## src/hamming_31_26_stream_encoder_assert.svh

```systemverilog
// -----------------------------------------------------------------------------
// Hamming (31,26) stream encoder: assertion macros
// Concurrent checks clocked on clk_i and held off while rst_ni is low.
// -----------------------------------------------------------------------------
`ifndef HAMMING_31_26_STREAM_ENCODER_ASSERT_SVH
`define HAMMING_31_26_STREAM_ENCODER_ASSERT_SVH

// Property must hold at every edge outside reset.
`define H3126_ASSERT(label, prop, msg) \
  label: assert property (@(posedge clk_i) disable iff (!rst_ni) prop) else $error(msg);

// Condition must never be seen outside reset.
`define H3126_ASSERT_NEVER(label, cond, msg) \
  label: assert property (@(posedge clk_i) disable iff (!rst_ni) !(cond)) else $error(msg);

`endif

```

## src/h3126_pkg.sv

```systemverilog
// -----------------------------------------------------------------------------
// Hamming (31,26) stream encoder package
// Block sizes, the code-bit transfer struct and the codeword builder.
// -----------------------------------------------------------------------------
package h3126_pkg;

  localparam int ByteBits    = 8;
  localparam int DataBits    = 26;
  localparam int CodeBits    = 31;
  localparam int MaxCodeBits = 2 * CodeBits;
  localparam int BufBits     = 80;
  localparam int BufRoom     = BufBits - MaxCodeBits;

  // Code bits produced by one input beat, left aligned, earliest bit in the MSB.
  typedef struct packed {
    logic [MaxCodeBits-1:0] bits;
    logic [5:0]             nbits;
    logic                   last;
  } h3126_code_t;

  // Build a codeword and return it serialized: position 1 in the MSB,
  // position 31 in bit 0.
  function automatic logic [CodeBits-1:0] h3126_encode(input logic [DataBits-1:0] d);
    logic [31:0]         w;
    logic [CodeBits-1:0] s;
    logic                par;
    int                  k;
    w = '0;
    k = 0;
    for (int i = 1; i < 32; i++) begin
      if ((i & (i - 1)) != 0) begin
        w[5'(i)] = d[5'(DataBits - 1 - k)];
        k++;
      end
    end
    for (int p = 0; p < 5; p++) begin
      par = 1'b0;
      for (int i = 1; i < 32; i++) begin
        if (((i >> p) & 1) != 0) begin
          par = par ^ w[5'(i)];
        end
      end
      w[5'(1 << p)] = par;
    end
    for (int j = 0; j < CodeBits; j++) begin
      s[5'(CodeBits - 1 - j)] = w[5'(j + 1)];
    end
    return s;
  endfunction

endpackage

```

## src/h3126_gather.sv

```systemverilog
// -----------------------------------------------------------------------------
// Hamming (31,26) data gatherer
// Collects data bits MSB first, encodes full and flushed blocks.
// -----------------------------------------------------------------------------
`include "hamming_31_26_stream_encoder_assert.svh"

module h3126_gather
  import h3126_pkg::*;
(
  input  logic        clk_i,
  input  logic        rst_ni,
  input  logic        accept_i,
  input  logic [7:0]  data_byte_i,
  input  logic        last_byte_i,
  output h3126_code_t code_o
);

  logic [DataBits-1:0] data_bits_q, data_bits_d;
  logic [4:0]          data_count_q, data_count_d;

  logic [DataBits+ByteBits-1:0] cat;
  logic [5:0]                   total;
  logic                         full;
  logic [2:0]                   r;
  logic [DataBits-1:0]          blk_a, blk_b, rem_bits;
  logic [4:0]                   rem_cnt;
  logic                         flush;
  logic [CodeBits-1:0]          code_a, code_b;

  always_comb begin
    cat      = {data_bits_q, data_byte_i};
    total    = 6'(data_count_q) + 6'(ByteBits);
    full     = total >= 6'(DataBits);
    r        = 3'(total - 6'(DataBits));
    blk_a    = DataBits'(cat >> r);
    // keep only the bits left over after a completed block, or all of them if none completes
    if (full) begin
      rem_bits = DataBits'(cat) & ((DataBits'(1) << r) - DataBits'(1));
      rem_cnt  = 5'(r);
    end else begin
      rem_bits = DataBits'(cat);
      rem_cnt  = 5'(total);
    end
    blk_b  = rem_bits << (5'(DataBits) - rem_cnt);
    flush  = last_byte_i && (rem_cnt != 5'd0);
    code_a = h3126_encode(blk_a);
    code_b = h3126_encode(blk_b);
  end

  always_comb begin
    code_o.last = last_byte_i;
    case ({full, flush})
      2'b11: begin
        code_o.bits  = {code_a, code_b};
        code_o.nbits = 6'(MaxCodeBits);
      end
      2'b10: begin
        code_o.bits  = {code_a, {CodeBits{1'b0}}};
        code_o.nbits = 6'(CodeBits);
      end
      2'b01: begin
        code_o.bits  = {code_b, {CodeBits{1'b0}}};
        code_o.nbits = 6'(CodeBits);
      end
      default: begin
        code_o.bits  = '0;
        code_o.nbits = 6'd0;
      end
    endcase
  end

  always_comb begin
    data_bits_d  = data_bits_q;
    data_count_d = data_count_q;
    if (accept_i) begin
      if (last_byte_i) begin
        data_bits_d  = '0;
        data_count_d = 5'd0;
      end else begin
        data_bits_d  = rem_bits;
        data_count_d = rem_cnt;
      end
    end
  end

  always_ff @(posedge clk_i or negedge rst_ni) begin
    if (!rst_ni) begin
      data_bits_q  <= '0;
      data_count_q <= 5'd0;
    end else begin
      data_bits_q  <= data_bits_d;
      data_count_q <= data_count_d;
    end
  end

  `H3126_ASSERT(a_count_range, data_count_q < 5'(DataBits), "gather count out of range")
  `H3126_ASSERT(a_stale_bits_clear, (data_bits_q >> data_count_q) == '0,
                "gather holds bits above its count")

endmodule

```

## src/h3126_packer.sv

```systemverilog
// -----------------------------------------------------------------------------
// Hamming (31,26) output packer
// Bit buffer that appends code bits and drains them one byte per beat.
// -----------------------------------------------------------------------------
`include "hamming_31_26_stream_encoder_assert.svh"

module h3126_packer
  import h3126_pkg::*;
(
  input  logic        clk_i,
  input  logic        rst_ni,
  input  logic        accept_i,
  input  h3126_code_t code_i,
  output logic        ready_o,
  output logic [7:0]  m_tdata_o,
  output logic        m_tlast_o,
  output logic        m_tvalid_o,
  input  logic        m_tready_i
);

  logic [BufBits-1:0] buf_q, buf_d;
  logic [6:0]         cnt_q, cnt_d;
  logic               last_pend_q, last_pend_d;
  logic [6:0]         last_pos_q, last_pos_d;

  logic               drain;
  logic [6:0]         base, tot, tot_up, padded;
  logic [BufBits-1:0] shifted, ins;
  logic               mark;

  assign m_tvalid_o = cnt_q >= 7'(ByteBits);
  assign m_tdata_o  = buf_q[BufBits-1 -: ByteBits];
  assign m_tlast_o  = last_pend_q && (last_pos_q == 7'(ByteBits));
  assign ready_o    = (cnt_q <= 7'(BufRoom)) && !last_pend_q;
  assign drain      = m_tvalid_o && m_tready_i;

  always_comb begin
    base    = drain ? cnt_q - 7'(ByteBits) : cnt_q;
    shifted = drain ? {buf_q[BufBits-ByteBits-1:0], {ByteBits{1'b0}}} : buf_q;
    ins     = {code_i.bits, {(BufBits - MaxCodeBits){1'b0}}} >> base;
    tot     = base + 7'(code_i.nbits);
    tot_up  = tot + 7'(ByteBits - 1);
    padded  = {tot_up[6:3], 3'b000};
    // a packet end marks a byte only if this beat completes or pads one
    mark    = tot > {base[6:3], 3'b000};

    buf_d       = shifted;
    cnt_d       = base;
    last_pos_d  = (last_pend_q && drain) ? last_pos_q - 7'(ByteBits) : last_pos_q;
    last_pend_d = last_pend_q && !(drain && (last_pos_q == 7'(ByteBits)));
    if (accept_i) begin
      buf_d = shifted | ins;
      if (code_i.last) begin
        cnt_d = padded;
        if (mark) begin
          last_pend_d = 1'b1;
          last_pos_d  = padded;
        end
      end else begin
        cnt_d = tot;
      end
    end
  end

  always_ff @(posedge clk_i or negedge rst_ni) begin
    if (!rst_ni) begin
      buf_q       <= '0;
      cnt_q       <= 7'd0;
      last_pend_q <= 1'b0;
      last_pos_q  <= 7'd0;
    end else begin
      buf_q       <= buf_d;
      cnt_q       <= cnt_d;
      last_pend_q <= last_pend_d;
      last_pos_q  <= last_pos_d;
    end
  end

  `H3126_ASSERT(a_cnt_bound, cnt_q <= 7'(BufBits), "bit buffer overfilled")
  `H3126_ASSERT(a_pend_aligned,
                last_pend_q |-> (cnt_q == last_pos_q) && (last_pos_q[2:0] == 3'b000),
                "packet end not aligned with buffer fill")
  `H3126_ASSERT_NEVER(a_last_not_final, m_tlast_o && (cnt_q != 7'(ByteBits)),
                      "last byte flagged with more bits queued")

endmodule

```

## src/hamming_31_26_stream_encoder.sv

```systemverilog
// -----------------------------------------------------------------------------
// Hamming (31,26) stream encoder
// Packs a byte stream into 31-bit Hamming codewords and re-bytes the result.
// -----------------------------------------------------------------------------
// Raw packet bytes come in on the slave stream, MSB first, and every 26 data
// bits become one 31-bit codeword: data fills positions 3..31 skipping the
// powers of two, and parity p covers every position with bit p set. Codewords
// go out on the master stream MSB first, position 1 in bit 7 of the first
// byte. On a beat with tlast high a partial block is zero-padded and encoded,
// the trailing partial byte is zero-padded, and the final byte carries tlast.
// Each input beat is encoded in the cycle it is accepted and its code bits
// (0, 31 or 62) go straight into an 80-bit output buffer, which sends one
// byte per cycle while the receiver is ready. An input beat is taken in any
// cycle in which that buffer holds at most 18 bits and no packet end is
// pending, so input may run one beat per cycle while the output keeps up; in
// steady flow the output port sets the pace, with roughly four output beats
// after each completed block. After a tlast beat, input holds until the final
// byte of the packet has left the buffer.
// -----------------------------------------------------------------------------
module hamming_31_26_stream_encoder
  import h3126_pkg::*;
(
  input  logic       clk_i,
  input  logic       rst_ni,
  // slave stream
  input  logic       s_axis_tvalid,
  output logic       s_axis_tready,
  input  logic [7:0] s_axis_tdata,   // [7:0] data_byte
  input  logic       s_axis_tlast,   // last_byte
  // master stream
  output logic       m_axis_tvalid,
  input  logic       m_axis_tready,
  output logic [7:0] m_axis_tdata,   // [7:0] code_byte
  output logic       m_axis_tlast    // last_out
);

  h3126_code_t code;
  logic        in_accept;

  // take a beat only when the buffer can absorb two full codewords and no packet end is pending
  assign in_accept = s_axis_tvalid && s_axis_tready;

  h3126_gather u_gather (
    .clk_i       (clk_i),
    .rst_ni      (rst_ni),
    .accept_i    (in_accept),
    .data_byte_i (s_axis_tdata),
    .last_byte_i (s_axis_tlast),
    .code_o      (code)
  );

  h3126_packer u_packer (
    .clk_i      (clk_i),
    .rst_ni     (rst_ni),
    .accept_i   (in_accept),
    .code_i     (code),
    .ready_o    (s_axis_tready),
    .m_tdata_o  (m_axis_tdata),
    .m_tlast_o  (m_axis_tlast),
    .m_tvalid_o (m_axis_tvalid),
    .m_tready_i (m_axis_tready)
  );

endmodule

```

## config.mk

```make
export PLATFORM = sky130hd
export DESIGN_NAME = hamming_31_26_stream_encoder
export DESIGN_NICKNAME = d
export VERILOG_FILES = /design/src/h3126_pkg.sv /design/src/h3126_gather.sv /design/src/h3126_packer.sv /design/src/hamming_31_26_stream_encoder.sv
export VERILOG_INCLUDE_DIRS = /design/src /design/src/src
export SDC_FILE = /design/constraint.sdc
export NUM_CORES = 1
export LEC_CHECK = 0
export BUFFER_PORTS_ARGS = -buffer_cell sky130_fd_sc_hd__buf_2
export CORE_MARGIN = 4
export CORE_UTILIZATION = 61
export CTS_CLUSTER_SIZE = 8
export DETAILED_ROUTE_END_ITERATION = 7
export GPL_TIMING_DRIVEN = 0
export PLACE_DENSITY = 0.76
export RECOVER_POWER = 100
export SLEW_MARGIN = 10
export SYNTH_ARGS = -nofsm -noshare
export SYNTH_HDL_FRONTEND = slang
export SYNTH_SLANG_ARGS = --single-unit
```

## constraint.sdc

```tcl
create_clock -name clk_i -period 5.05 [get_ports clk_i]
set_input_delay 0.2525 -clock clk_i [delete_from_list [all_inputs] [get_ports clk_i]]
set_output_delay 0.2525 -clock clk_i [all_outputs]
set_load 0.02 [all_outputs]
```

==> out/qor.yml <==
syn_inst: 493
drive_above_1_share_pct: 7.386
clockBufferDepth: 2
clkSinkCount: 96
rsz0062_at_grt: "false"
worstSkewPairLatency_ps: 360
drv_slew: 48
rows: 30
start_kind: "flip-flop"
ys_seq_area_share_pct: 53.68
path_clk_slew_ps: 90
cts_made_buffers: 9
r2r_start: "u_gather.data_count_q[3]$_DFFE_PN0P_"
hpwl_um: 5650
final.min_clock_period_ps: 4845
met3RoutedLength_um: 233
fillers: 544
detail-route-antenna-nets: 0
crit_start: "u_gather.data_count_q[3]$_DFFE_PN0P_"
antennaDiodeCount: 0
r2r-end: "u_packer.last_pos_q[4]$_DFF_PN0_"
whs_path_depth: 4
async_flop_share_pct: 100.0
crit_type: "reg2reg"
clock.fmax_ghz: 0.2064
initial_core_util_pct: 64.45
grt_max_degree: 50
io_pins: 24
r2r_cells: 18
final_util_pct: 71.37
gp_congestion: 0.8290
drt_iter0_markers: 157
cts_tree: "yes"
die_x_um: 93.66
grt_pass1_vias: 3089
highest-signal-layer: "met4"
timing.final.crit_share_pct: 95.94
antenna_found_initial: 0
power.leakage_nw: 2.686
synth_edf_count: 0
port_buffers: 15
core_um2: 6944
worst-r2r-setup-slack_ps: 210
synthFlopType: "dfrtp_1"
synthToLayoutAreaGrowth_pct: 10.74
num_vias: 3228
die-area_um2: 8771
violations: "max-capacitance violations, max-slew violations"
maxCapViolations: 1
arrival_ps: 5100
p_clk_share_pct: 20.2
first_pass_iters: 4
setup-tns-final_ps: 0
p_int_mw: 1.783
nets: 554
status: "complete, but fails checks"
synth_area_um2: 4476
gr-usage-all-layers_pct: 20.58
drc: 0
p_switching_mw: 1.232
ys_warn_count: 0
met1Wirelength_um: 3854
p_per_area_nw_per_um2: 608.4
grt_pass1_wl_um: 14280
p_sw_share_pct: 40.87
worst_pin_slew_ps: 2642
routed_wl_um: 8097
wl_per_cell_um: 12.98
grt-ovfl-total: 0
root_buffer: "clkbuf_8"
wl_met2_um: 3925
crit_path_end_kind: "flip-flop"
final-setup-viol-count: 0
comb_power_share_pct: 49.5
irDropWorstVdd_mv: 0.4876
clock_skew_ps: 9.186
cp.required_ps: 5300
synth_nets: 524
power_frac_seq_pct: 30.3
hold_end: "u_packer.cnt_q[4]$_DFF_PN0_"
synth.avg_cell_area_um2: 9.078
die_h_um: 93.66
via_per_inst: 5.173
critPathMaxFanout: 7
synth-seq-cells: 96
relSlewSlack_pct: -76.10
yosysUniqueCellTypes: 49
cts-htree-levels: 3
hold_violations: 0
hp-class: "in2reg"
worstHoldStart: "s_axis_tlast"
==> final cells by class <==
type | count | area, µm² | share of cell area, %
clock buffers | 9 | 123.9 | 2.499
multi-input cells | 357 | 1899 | 38.32
clock inverters | 7 | 123.9 | 2.499
flip-flops and latches | 96 | 2402 | 48.47
plain buffers | 27 | 131.4 | 2.651
well taps | 96 | 120.1 | 2.424
inverters | 13 | 48.80 | 0.9846
repair buffers | 19 | 106.4 | 2.146
==> worst max-delay path, cell delays in order (launching register included) <==
cell and delay [ps]:
dfrtp_1 430, ha_1 340, or4b_2 660, a21oi_1 120, nand2b_1 130, inv_1 50, ha_1 270, ha_1 220
fa_1 420, a211o_1 300, o21ai_1 140, xnor2_2 220, ha_1 320, nor2b_1 130, o21a_1 170, o22a_1 220
mux2i_2 210, nor3b_4 80, mux2_1 300
==> power by group through the flow <==
stage	Clock [mW]	Sequential (mW)	Combinational [mW]
6_report	0.608	0.914	1.49
5_1_grt	0.654	0.927	1.66
4_1_cts	0.623	0.910	1.48
3_5_place_dp	0	0.925	1.47
3_3_place_gp	0	0.921	1.38
2_1_floorplan	0	0.904	1.17
==> Yosys cell counts (all sizes together), types with 2 or more instances <==
library cell	number	area (µm²)
nor3b	4	46.29
nand2	229	859.6
dfrtp	96	2402
or4b	2	20.02
nor2	8	30.03
ha	17	212.7
nand3	5	25.02
nor4	2	12.51
or3	2	12.51
nor3	3	15.01
buf	13	80.07
nand2b	5	31.28
o21ai	11	55.05
a21oi	8	55.06
nor4b	2	17.52
mux2i	8	83.83
inv	13	48.80
nor2b	4	25.02
clkbuf	14	52.55
mux2	2	22.52
a21o	5	37.54
and2	10	62.56
xnor2	6	52.55
xor2	8	70.07
o21a	2	15.01
==> cells by family (layout without fill, tap and decap cells) <==
kind of cell,count (synthesis),count (layout),synth area share [%]
fa+ha+maj,18,18,5.200
xor+xnor,14,14,2.740
compound gates,35,35,5.452
flops,96,96,53.68
simple gates,280,280,26.50
buf+inv,40,75,4.054
mux,10,10,2.376
==> repair_timing <==
| action | 4_1_cts | 5_1_grt |
|---|---|---|
| resized for setup | 0 | 1 |
| setup endpoints to repair | 0 | 1 |
| setup buffers | 0 | 2 |
| endpoints found under the hold margin | 47 | 0 |
| hold buffers | 1 | 0 |
==> worst max path at each step <==
stage	to	slack, ps
3_3_place_gp	u_packer.last_pos_q[4]$_DFF_PN0_	170
6_report	u_packer.last_pos_q[4]$_DFF_PN0_	210
4_1_cts	u_packer.last_pos_q[4]$_DFF_PN0_	80
3_5_place_dp	u_packer.last_pos_q[4]$_DFF_PN0_	90
5_1_grt	u_packer.last_pos_q[4]$_DFF_PN0_	40
2_1_floorplan	u_packer.last_pos_q[4]$_DFF_PN0_	430
==> per-layer routing <==
layer  vias up  global-route usage, %
met5         -                      0
met4         0                  8.303
li1       1628                      -
met2        48                  33.35
met3         6                  2.965
met1      1546                  28.06
==> metrics by stage <==
step           hold slack (ps)  power (mW)  cells  instance area [µm²]  setup slack (ps)
2_1_floorplan           -43.09       2.075    493                 4476             429.7
3_3_place_gp             442.5       2.301    604                 4671             169.3
3_5_place_dp             312.6       2.397    605                 4701             94.79
4_1_cts                  294.5       3.010    622                 4959             76.22
5_1_grt                  334.6       3.239    624                 4956             44.06
6_report                 327.3       3.015    624                 4956             205.2
==> registers in the layout (all words and copies together), names as in the netlist <==
| name | count |
|---|---|
| u_packer.buf_q | 80 |
| u_packer.cnt_q | 7 |
| u_packer.last_pos_q | 4 |
| u_gather.data_count_q | 4 |
| u_packer.last_pend_q | 1 |
==> cells in the final DEF (no fill, tap or decap), types with 7 or more instances in the layout <==
cell / instances
buf_4: 8
mux2i_1: 7
dfrtp_1: 96
nor2_1: 8
ha_1: 17
xor2_1: 8
o21ai_0: 9
clkbuf_8: 9
nand2_1: 229
clkbuf_1: 32
inv_1: 13
and2_0: 7
Note: power is estimated with default switching activity, not from simulation.
